`config.mk`:
```
export PLATFORM = sky130hd
export DESIGN_NAME = polled_key_debounce_events
export DESIGN_NICKNAME = d
export VERILOG_FILES = /design/src/rtl/core/pkdb_pkg.sv /design/src/rtl/core/pkdb_state_mem.sv /design/src/rtl/core/pkdb_sec_div.sv /design/src/rtl/core/pkdb_evt_fifo.sv /design/src/rtl/core/polled_key_debounce_events.sv
export VERILOG_INCLUDE_DIRS = /design/src /design/src/rtl/core
export SDC_FILE = /design/constraint.sdc
export NUM_CORES = 2
export LEC_CHECK = 0
export ABC_AREA = 1
export BUFFER_PORTS_ARGS = -buffer_cell sky130_fd_sc_hd__buf_2
export CORE_AREA = 2 2 356 323
export DETAILED_ROUTE_END_ITERATION = 16
export DIE_AREA = 0 0 358 325
export GPL_TIMING_DRIVEN = 0
export HOLD_SLACK_MARGIN = 0.02
export REMOVE_ABC_BUFFERS = 1
export SLEW_MARGIN = 20
export SYNTH_ARGS = -nofsm -noshare
export SYNTH_HDL_FRONTEND = slang
export SYNTH_HIERARCHICAL = 1
export SYNTH_SLANG_ARGS = --single-unit
```
`constraint.sdc`:
```
create_clock -name i_clk -period 18.5 [get_ports i_clk]
set_clock_uncertainty 0.2 [all_clocks]
set_input_delay 2.775 -clock i_clk [delete_from_list [all_inputs] [get_ports i_clk]]
set_output_delay 2.775 -clock i_clk [all_outputs]
set_load 0.02 [all_outputs]
```
`src/rtl/core/polled_key_debounce_events_macros.svh`:
```
// assertion macros shared by the debounce event block
`ifndef POLLED_KEY_DEBOUNCE_EVENTS_MACROS_SVH
`define POLLED_KEY_DEBOUNCE_EVENTS_MACROS_SVH

// same-cycle implication, checked out of reset
`define PKDB_ASSERT_NOW(label, ante, cons, msg) \
    label: assert property (@(posedge i_clk) disable iff (!i_rst_n) (ante) |-> (cons)) \
        else $error(msg);

// next-cycle implication, checked out of reset
`define PKDB_ASSERT_NEXT(label, ante, cons, msg) \
    label: assert property (@(posedge i_clk) disable iff (!i_rst_n) (ante) |=> (cons)) \
        else $error(msg);

`endif

```
`src/rtl/core/pkdb_pkg.sv`:
```
// shared constants, register codes and types of the debounce event block
package pkdb_pkg;

    localparam int NUM_BUTTONS      = 3;
    localparam int BTN_W            = 2;
    localparam int PIN_W            = 3;
    localparam int TIME_W           = 32;
    localparam int CNT_W            = 8;
    localparam int SEC_W            = 26;
    localparam int TICKS_PER_SECOND = 100;

    // seconds = (ticks * SEC_RECIP) >> SEC_RECIP_SHIFT, exact over 32-bit ticks
    localparam int SEC_RECIP_SHIFT = 37;
    localparam logic [TIME_W-1:0] SEC_RECIP =
        32'(((64'd1 << SEC_RECIP_SHIFT) + 64'(TICKS_PER_SECOND) - 64'd1) /
            64'(TICKS_PER_SECOND));

    localparam int CFG_IDX_W  = 2;
    localparam int CFG_DATA_W = 8;
    localparam logic [CFG_IDX_W-1:0] CFG_ACTIVE_LOW = 2'd0;
    localparam logic [CFG_IDX_W-1:0] CFG_SWITCH     = 2'd1;
    localparam logic [CFG_IDX_W-1:0] CFG_THRESHOLD  = 2'd2;

    localparam int IN_TDATA_W  = 40;
    localparam int OUT_TDATA_W = 32;

    localparam int FIFO_DEPTH = NUM_BUTTONS + 1;
    localparam int FIFO_PTR_W = 2;
    localparam int FIFO_CNT_W = 3;

    typedef struct packed {
        logic [TIME_W-1:0] last_time;
        logic [CNT_W-1:0]  count;
        logic              known;
        logic              stable;
    } t_btn_state;

    typedef struct packed {
        logic              last;
        logic [SEC_W-1:0]  secs;
        logic              is_switch;
        logic              pressed;
        logic [BTN_W-1:0]  button_index;
    } t_event;

endpackage

```
`src/rtl/core/pkdb_state_mem.sv`:
```
// per-button state memory with registered read and per-entry valid bits
module pkdb_state_mem
    import pkdb_pkg::*;
(
    input  logic             i_clk,
    input  logic             i_rst_n,
    input  logic             i_rd_en,
    input  logic [BTN_W-1:0] i_rd_addr,
    output t_btn_state       o_rd_data,
    input  logic             i_wr_en,
    input  logic [BTN_W-1:0] i_wr_addr,
    input  t_btn_state       i_wr_data
);

    t_btn_state r_mem [NUM_BUTTONS];
    logic [NUM_BUTTONS-1:0] r_valid;
    t_btn_state r_rd_data;
    logic r_rd_valid;

    always_ff @(posedge i_clk) begin
        if (i_wr_en) begin
            r_mem[i_wr_addr] <= i_wr_data;
        end
    end

    always_ff @(posedge i_clk) begin
        if (!i_rst_n) begin
            r_valid <= '0;
        end else if (i_wr_en) begin
            r_valid[i_wr_addr] <= 1'b1;
        end
    end

    always_ff @(posedge i_clk) begin
        if (i_rd_en) begin
            r_rd_data <= r_mem[i_rd_addr];
        end
    end

    always_ff @(posedge i_clk) begin
        if (!i_rst_n) begin
            r_rd_valid <= 1'b0;
        end else if (i_rd_en) begin
            r_rd_valid <= r_valid[i_rd_addr];
        end
    end

    // an entry never written reads as the reset state
    assign o_rd_data = r_rd_valid ? r_rd_data : '0;

endmodule

```
`src/rtl/core/pkdb_sec_div.sv`:
```
// registered tick-to-seconds divider by reciprocal multiplication
module pkdb_sec_div
    import pkdb_pkg::*;
(
    input  logic              i_clk,
    input  logic [TIME_W-1:0] i_ticks,
    output logic [SEC_W-1:0]  o_secs
);

    logic [2*TIME_W-1:0] prod;
    logic [SEC_W-1:0]    r_secs;

    always_comb begin
        prod = 64'(i_ticks) * 64'(SEC_RECIP);
    end

    always_ff @(posedge i_clk) begin
        r_secs <= prod[SEC_RECIP_SHIFT +: SEC_W];
    end

    assign o_secs = r_secs;

endmodule

```
`src/rtl/core/pkdb_evt_fifo.sv`:
```
// small event queue that feeds the output stream
module pkdb_evt_fifo
    import pkdb_pkg::*;
(
    input  logic                  i_clk,
    input  logic                  i_rst_n,
    input  logic                  i_push,
    input  t_event                i_push_data,
    output logic                  o_valid,
    input  logic                  i_pop,
    output t_event                o_data,
    output logic [FIFO_CNT_W-1:0] o_count
);

    t_event r_mem [FIFO_DEPTH];
    logic [FIFO_PTR_W-1:0] r_wr_ptr;
    logic [FIFO_PTR_W-1:0] r_rd_ptr;
    logic [FIFO_CNT_W-1:0] r_count;
    logic do_pop;

    assign o_valid = (r_count != '0);
    assign do_pop  = i_pop && o_valid;
    assign o_data  = r_mem[r_rd_ptr];
    assign o_count = r_count;

    always_ff @(posedge i_clk) begin
        if (i_push) begin
            r_mem[r_wr_ptr] <= i_push_data;
        end
    end

    always_ff @(posedge i_clk) begin
        if (!i_rst_n) begin
            r_wr_ptr <= '0;
            r_rd_ptr <= '0;
            r_count  <= '0;
        end else begin
            if (i_push) begin
                r_wr_ptr <= (r_wr_ptr == FIFO_PTR_W'(FIFO_DEPTH - 1)) ?
                            '0 : r_wr_ptr + 1'b1;
            end
            if (do_pop) begin
                r_rd_ptr <= (r_rd_ptr == FIFO_PTR_W'(FIFO_DEPTH - 1)) ?
                            '0 : r_rd_ptr + 1'b1;
            end
            if (i_push && !do_pop) begin
                r_count <= r_count + 1'b1;
            end else if (!i_push && do_pop) begin
                r_count <= r_count - 1'b1;
            end
        end
    end

endmodule

```
`src/rtl/core/polled_key_debounce_events.sv`:
```
// top level of the polled key debouncer that reports button events
//
// One input word is one poll: the raw pin levels of the three buttons and the
// current tick time. The block walks the buttons in index order through a
// read-modify-write pass over its state memory, debounces each pin against
// the debounce threshold and emits one output word per accepted change,
// carrying the button, its new level, its switch flag and the whole seconds
// since that button's previous event. tlast marks the final word of a poll.
// Registers are written over the config channel, which is always ready.
// The next poll can be taken once the three memory reads, issued back to
// back, and then the update, divide and queue stages of the last button
// are done. Events wait in a four-word queue; when the receiver stalls
// the queue fills and s_axis_tready stays low until there is room for
// the three events a poll may cause. Reset restores the register
// defaults, marks all button state unknown and empties the queue.
`include "polled_key_debounce_events_macros.svh"

module polled_key_debounce_events
    import pkdb_pkg::*;
(
    input  logic                   i_clk,
    input  logic                   i_rst_n,
    input  logic                   s_axis_tvalid,
    output logic                   s_axis_tready,
    input  logic [IN_TDATA_W-1:0]  s_axis_tdata,  // pin_levels, now_ticks, zero pad
    output logic                   m_axis_tvalid,
    input  logic                   m_axis_tready,
    output logic [OUT_TDATA_W-1:0] m_axis_tdata,  // button_index, pressed, is_switch,
                                                  // seconds_since_last, zero pad
    output logic                   m_axis_tlast,
    input  logic                   i_cfg_valid,
    output logic                   o_cfg_ready,
    input  logic [CFG_IDX_W-1:0]   i_cfg_index,
    input  logic [CFG_DATA_W-1:0]  i_cfg_data
);

    logic [PIN_W-1:0] r_active_low;
    logic [PIN_W-1:0] r_switch;
    logic [CNT_W-1:0] r_threshold;

    logic              r_busy;
    logic              r_rd_act;
    logic [BTN_W-1:0]  r_rd_idx;
    logic [PIN_W-1:0]  r_pins;
    logic [TIME_W-1:0] r_now;

    logic             r_a_vld;
    logic [BTN_W-1:0] r_a_idx;

    logic              r_b_vld;
    logic [BTN_W-1:0]  r_b_idx;
    logic              r_b_ev;
    logic              r_b_lvl;
    logic              r_b_sw;
    logic [TIME_W-1:0] r_b_diff;

    logic             r_c_vld;
    logic [BTN_W-1:0] r_c_idx;
    logic             r_c_ev;
    logic             r_c_lvl;
    logic             r_c_sw;

    logic   r_flush;
    logic   r_pend_vld;
    t_event r_pend;

    logic             in_acc;
    logic             mem_rd_en;
    logic [BTN_W-1:0] mem_rd_addr;
    t_btn_state       mem_rd_data;
    t_btn_state       upd;
    logic             a_lvl;
    logic             a_sw;
    logic             a_changed;
    logic             a_ev;

    logic [SEC_W-1:0]      c_secs;
    logic                  c_ev;
    t_event                c_event;
    logic                  fifo_push;
    t_event                fifo_push_data;
    logic                  fifo_valid;
    t_event                fifo_data;
    logic [FIFO_CNT_W-1:0] fifo_count;
    logic [FIFO_CNT_W-1:0] fifo_load;

    // config channel
    assign o_cfg_ready = 1'b1;

    always_ff @(posedge i_clk) begin
        if (!i_rst_n) begin
            r_active_low <= 3'd7;
            r_switch     <= 3'd0;
            r_threshold  <= 8'd3;
        end else if (i_cfg_valid) begin
            case (i_cfg_index)
                CFG_ACTIVE_LOW: r_active_low <= i_cfg_data[PIN_W-1:0];
                CFG_SWITCH:     r_switch     <= i_cfg_data[PIN_W-1:0];
                CFG_THRESHOLD:  r_threshold  <= i_cfg_data[CNT_W-1:0];
                default: begin
                end
            endcase
        end
    end

    // poll intake and read sequencing
    assign fifo_load     = fifo_count + FIFO_CNT_W'(r_pend_vld);
    assign s_axis_tready = !r_busy && (fifo_load <= FIFO_CNT_W'(FIFO_DEPTH - NUM_BUTTONS));
    assign in_acc        = s_axis_tvalid && s_axis_tready;
    assign mem_rd_en     = in_acc || r_rd_act;
    assign mem_rd_addr   = in_acc ? '0 : r_rd_idx;

    always_ff @(posedge i_clk) begin
        if (in_acc) begin
            r_pins <= s_axis_tdata[PIN_W-1:0];
            r_now  <= s_axis_tdata[PIN_W +: TIME_W];
        end
    end

    always_ff @(posedge i_clk) begin
        if (!i_rst_n) begin
            r_busy   <= 1'b0;
            r_rd_act <= 1'b0;
            r_rd_idx <= '0;
            r_flush  <= 1'b0;
        end else begin
            r_flush <= r_c_vld && (r_c_idx == BTN_W'(NUM_BUTTONS - 1));
            if (in_acc) begin
                r_busy   <= 1'b1;
            end else if (r_c_vld && (r_c_idx == BTN_W'(NUM_BUTTONS - 1))) begin
                r_busy   <= 1'b0;
            end
            if (in_acc) begin
                r_rd_act <= 1'b1;
                r_rd_idx <= BTN_W'(1);
            end else if (r_rd_act) begin
                if (r_rd_idx == BTN_W'(NUM_BUTTONS - 1)) begin
                    r_rd_act <= 1'b0;
                end
                r_rd_idx <= r_rd_idx + 1'b1;
            end
        end
    end

    pkdb_state_mem u_state_mem (
        .i_clk     (i_clk),
        .i_rst_n   (i_rst_n),
        .i_rd_en   (mem_rd_en),
        .i_rd_addr (mem_rd_addr),
        .o_rd_data (mem_rd_data),
        .i_wr_en   (r_a_vld),
        .i_wr_addr (r_a_idx),
        .i_wr_data (upd)
    );

    // update stage: debounce one button and write its state back
    always_comb begin
        a_lvl     = r_pins[r_a_idx] ^ r_active_low[r_a_idx];
        a_sw      = r_switch[r_a_idx];
        a_changed = !mem_rd_data.known || (a_lvl != mem_rd_data.stable);
        a_ev      = 1'b0;
        upd       = mem_rd_data;
        if (a_changed && (mem_rd_data.count < r_threshold)) begin
            upd.count = mem_rd_data.count + CNT_W'(1);
        end else begin
            upd.count = '0;
            if (a_changed) begin
                a_ev       = mem_rd_data.known || a_sw;
                upd.stable = a_lvl;
                upd.known  = 1'b1;
                if (a_ev) begin
                    upd.last_time = r_now;
                end
            end
        end
    end

    always_ff @(posedge i_clk) begin
        if (!i_rst_n) begin
            r_a_vld <= 1'b0;
            r_b_vld <= 1'b0;
            r_c_vld <= 1'b0;
        end else begin
            r_a_vld <= mem_rd_en;
            r_b_vld <= r_a_vld;
            r_c_vld <= r_b_vld;
        end
    end

    always_ff @(posedge i_clk) begin
        r_a_idx  <= mem_rd_addr;
        r_b_idx  <= r_a_idx;
        r_b_ev   <= a_ev;
        r_b_lvl  <= a_lvl;
        r_b_sw   <= a_sw;
        r_b_diff <= r_now - mem_rd_data.last_time;
        r_c_idx  <= r_b_idx;
        r_c_ev   <= r_b_ev;
        r_c_lvl  <= r_b_lvl;
        r_c_sw   <= r_b_sw;
    end

    pkdb_sec_div u_sec_div (
        .i_clk   (i_clk),
        .i_ticks (r_b_diff),
        .o_secs  (c_secs)
    );

    // one event held back so the final one of a poll can carry tlast
    assign c_ev = r_c_vld && r_c_ev;

    always_comb begin
        c_event.last         = 1'b0;
        c_event.secs         = c_secs;
        c_event.is_switch    = r_c_sw;
        c_event.pressed      = r_c_lvl;
        c_event.button_index = r_c_idx;
        fifo_push            = (r_flush || c_ev) && r_pend_vld;
        fifo_push_data       = r_pend;
        fifo_push_data.last  = r_flush;
    end

    always_ff @(posedge i_clk) begin
        if (!i_rst_n) begin
            r_pend_vld <= 1'b0;
        end else if (c_ev) begin
            r_pend_vld <= 1'b1;
        end else if (r_flush) begin
            r_pend_vld <= 1'b0;
        end
    end

    always_ff @(posedge i_clk) begin
        if (c_ev) begin
            r_pend <= c_event;
        end
    end

    pkdb_evt_fifo u_evt_fifo (
        .i_clk       (i_clk),
        .i_rst_n     (i_rst_n),
        .i_push      (fifo_push),
        .i_push_data (fifo_push_data),
        .o_valid     (fifo_valid),
        .i_pop       (m_axis_tready),
        .o_data      (fifo_data),
        .o_count     (fifo_count)
    );

    assign m_axis_tvalid = fifo_valid;
    assign m_axis_tlast  = fifo_data.last;
    assign m_axis_tdata  = {(OUT_TDATA_W - SEC_W - BTN_W - 2)'(0), fifo_data.secs,
                            fifo_data.is_switch, fifo_data.pressed,
                            fifo_data.button_index};

    `PKDB_ASSERT_NOW(a_no_rw_clash, mem_rd_en && r_a_vld, mem_rd_addr != r_a_idx, "state read and write hit the same entry")
    `PKDB_ASSERT_NOW(a_no_fifo_overflow, fifo_push, fifo_count < FIFO_CNT_W'(FIFO_DEPTH), "event queue overflow")
    `PKDB_ASSERT_NOW(a_update_in_poll, r_a_vld, r_busy, "state update outside a poll")
    `PKDB_ASSERT_NEXT(a_flush_after_last, r_c_vld && (r_c_idx == BTN_W'(NUM_BUTTONS - 1)), r_flush && !r_c_vld, "poll end not followed by flush")

endmodule
```
==> metrics.txt <==
count of cells along the worst hold path=0; DIE AREA=116,000 um^2; Die Wd=358 um; Mean Syn Cell Area=9.09 um^2; status=finished, final reports clean; final hold vios=0; I/O Pins=91; grt met2 use=28.8%; area added between synthesis and finish=8.92%; Floorplan Core Area=112,000 um^2; number of search-and-repair iterations in the first detailed-routing pass=5; NumNets Final=5,274; CTS H-tree lvls=2; sink count of the clock tree=463; Post-Place Setup Slack=11,420 ps; Port-buffer cells=82; final count of negative-setup-slack endpoints=0; global-route wire length before repair=156,000 um; Period minus WS final=7180 ps; source-to-sink clock delay at the later pin of the worst-skew pair=620 ps; Required @ worst endpoint=18,770 ps; critical path arrival=7450 ps; number of diodes=0; highest clock rate=139 MHz; clock-pin slew of the registers on the worst-case setup and hold paths=70 ps; instance count of the mapped netlist=4,309; Worst path top cell family by delay=adder cells; FF-to-FF End=u_sec_div/o_secs[15]; launch instance of the worst register-to-register path=r_b_diff[6]; total routed wirelength=101,000 um; worst slew margin relative to its limit=38.3%; cts hold-fix bufs=0; Setup TNS=0 ps; ratio of cells with drive above 1 in the final layout=6.51%; clock tree from TritonCTS=built; critical path's largest stage delay=770 ps; # Max-Cap Violations=0; slowest stage cell on the critical path=sky130_fd_sc_hd__dfxtp_1; critical path, cell by cell=inv_1 > fa_1 > inv_1 > ha_1 > fa_1 > inv_1 > fa_1 > inv_1 > fa_1 > fa_1 > fa_1 > inv_1 > fa_1 > inv_1 > ha_1 > nand2_1 > nor2_2 > inv_1 > nor2_1 > nand2_1 > nor2_1 > nand2_1 > nand3_1 > nand2_1; remaining routing DRC violations=0; Detail Route Antenna Nets=0; count of pins over their slew limit=0; detail-routed via count per cell=4.61; RSZ-0062 raised after global routing=no; Worst-Margin Slew=925 ps; period utilization=38.8%; crit path buf inv count=7; Num CTS Buffers=45; post-synthesis cell type with the largest combined area=sky130_fd_sc_hd__edfxtp_1; buffer levels on the longest clock path=3; maximum number of pins on one net before global-route repair=64; WHS Endpoint=r_c_lvl; GR met3 Demand/Resource=2.38%; Worst R2R Setup Slack=11,320 ps; post-synth cell types=49; antenna violations before repair=1; CP Max Fanout=8; post-cts resize count=0; number of global-route vias before repair=27,500; critical path class=reg -> reg; hold wc startpoint=r_b_lvl; path type of the worst min-delay path=reg -> reg; global placement routability congestion=0.970; largest cells by area after synthesis=sky130_fd_sc_hd__edfxtp_1 27%, sky130_fd_sc_hd__fa_1 20%, sky130_fd_sc_hd__ha_1 14%, sky130_fd_sc_hd__inv_1 11%, sky130_fd_sc_hd__nand2_1 8.6%; Synth Register Bits=463; post-synthesis instance area=39,200 um^2; number of fill cells=11,400; R2R cell count=24; global routing usage summed across all routing layers=17.4%; Die Span Y=325 um; Routed wire per std cell=17.0 um; Final WS setup=11,320 ps; category of the worst setup path launch point=flop; register area share after synthesis=32.8%; detailed-placement wirelength estimate=81,300 um; clock tree root buffer cell=sky130_fd_sc_hd__clkbuf_16; Starting Density=34.8%; total overflow reported by the global router=0; yosys synthesis warning count=6; DR vias=27,200; layer with the highest usage=met2; number of core rows=117; post-synth top area share=27.4%; GR Layer Usage met1=24.2%; number of violations reported at the end of detailed-routing iteration 0=1,745; endpoint kind of the worst setup timing path=flop; count of buffers added by post-CTS timing repair for setup=0
[cell type report]
class | instances | area, um^2 | area share (%)
well taps | 1487 | 1860 | 4.36
repair buffers | 93 | 653 | 1.53
inverters | 1172 | 4430 | 10.4
clock inverters | 26 | 253 | 0.593
clock buffers | 57 | 1220 | 2.87
multi-input cells | 2612 | 21400 | 50.1
flip-flops and latches | 463 | 12800 | 30.1
[cells in the mapped netlist, drive strengths merged]
master / n
nand4: 18
nand2: 924
fa: 391
a2111oi: 1
xor2: 22
nand3: 136
o21a: 4
or2: 3
a31oi: 1
conb: 2
a21boi: 1
o21bai: 11
nor4: 4
nor3: 22
clkbuf: 3
buf: 60
dfxtp: 106
nand3b: 2
nor2: 263
a21o: 1
a211oi: 2
o211ai: 5
inv: 1172
o22ai: 31
edfxtp: 357
ha: 441
a21oi: 183
and3: 2
xnor2: 5
nor3b: 1
o21ai: 135
[through the flow]
stage               cells  util (%)  area, um^2  hold WS (ps)
global route         5910      37.9       42600           146
detailed placement   5827      36.6       41200           115
finish               5910      37.9       42600           128
global placement     5816      36.4       40900           112
CTS                  5910      37.9       42600           129
floorplan            4247         -       38600           110
[sequential cells by signal, summed over array words and instances (netlist names), 2 cells and up, named ones only]
| register | cells |
|---|---|
| r_a_idx | 2 |
| u_evt_fifo/r_mem | 124 |
| u_sec_div/o_secs | 26 |
| r_pins | 3 |
| r_active_low | 3 |
| u_state_mem/r_mem | 126 |
| u_state_mem/r_valid | 3 |
| u_evt_fifo/r_rd_ptr | 2 |
| u_state_mem/r_rd_data | 42 |
| r_threshold | 8 |
| r_b_idx | 2 |
| r_switch | 3 |
| u_evt_fifo/o_count | 3 |
| r_now | 32 |
| r_c_idx | 2 |
| r_b_diff | 32 |
| r_rd_idx | 2 |
| u_evt_fifo/r_wr_ptr | 2 |
| fifo_push_data | 30 |
[worst reg2reg max path, cell delays in order (launching register included)]
cell and delay (ps):
sky130_fd_sc_hd__dfxtp_1 770, sky130_fd_sc_hd__inv_1 280, sky130_fd_sc_hd__fa_1 600, sky130_fd_sc_hd__inv_1 60, sky130_fd_sc_hd__ha_1 210, sky130_fd_sc_hd__fa_1 490
sky130_fd_sc_hd__inv_1 50, sky130_fd_sc_hd__fa_1 530, sky130_fd_sc_hd__inv_1 50, sky130_fd_sc_hd__fa_1 530, sky130_fd_sc_hd__fa_1 460, sky130_fd_sc_hd__fa_1 490
sky130_fd_sc_hd__inv_1 50, sky130_fd_sc_hd__fa_1 540, sky130_fd_sc_hd__inv_1 100, sky130_fd_sc_hd__ha_1 350, sky130_fd_sc_hd__nand2_1 110, sky130_fd_sc_hd__nor2_2 170
sky130_fd_sc_hd__inv_1 80, sky130_fd_sc_hd__nor2_1 260, sky130_fd_sc_hd__nand2_1 210, sky130_fd_sc_hd__nor2_1 130, sky130_fd_sc_hd__nand2_1 130, sky130_fd_sc_hd__nand3_1 100
sky130_fd_sc_hd__nand2_1 70
[worst max path at each step]
| stage | startpoint | end | slack (ps) | cells past startpoint |
|---|---|---|---|---|
| after floorplan | s_axis_tvalid | u_state_mem/r_rd_valid | 11640 | 8 |
| after global placement | s_axis_tvalid | u_state_mem/r_rd_valid | 7460 | 9 |
| after global routing | r_b_diff[1] | u_sec_div/o_secs[7] | 10940 | 25 |
| after detailed placement | r_b_diff[6] | u_sec_div/o_secs[9] | 11420 | 24 |
| final | r_b_diff[6] | u_sec_div/o_secs[15] | 11320 | 24 |
| after CTS | r_b_diff[6] | u_sec_div/o_secs[9] | 11340 | 24 |
[placed cells by master (no fill, tap or decap), types with 82 or more instances in the layout]
cell | netlist | routed
sky130_fd_sc_hd__nand2_1 | 892 | 892
sky130_fd_sc_hd__nor2_1 | 242 | 239
sky130_fd_sc_hd__buf_2 | 21 | 82
sky130_fd_sc_hd__nand3_1 | 133 | 133
sky130_fd_sc_hd__inv_1 | 1161 | 1153
sky130_fd_sc_hd__edfxtp_1 | 357 | 357
sky130_fd_sc_hd__fa_1 | 391 | 391
sky130_fd_sc_hd__a21oi_1 | 171 | 171
sky130_fd_sc_hd__dfxtp_1 | 106 | 103
sky130_fd_sc_hd__ha_1 | 441 | 441
[logic make-up after synthesis]
logic type / Yosys count / share of synthesized area, %
AND/OR/NAND/NOR: 1375 / 14.4
other: 2 / 0.0192
flip-flops: 463 / 32.8
adder cells (fa/ha/maj): 832 / 34.1
buffers and inverters: 1235 / 12.7
XOR/XNOR: 27 / 0.604
AO/OA/AOI/OAI: 375 / 5.41
[per-layer routing]
layer  wire length, um  vias to the layer above
met5                 0                        -
met4              2250                        0
met3              4970                      124
met2             46800                      611
met1             46600                    13100
li1                  -                    13400
Power is not shown: default switching activity piles up to over one toggle a cycle in this logic, so the estimate is an artifact.
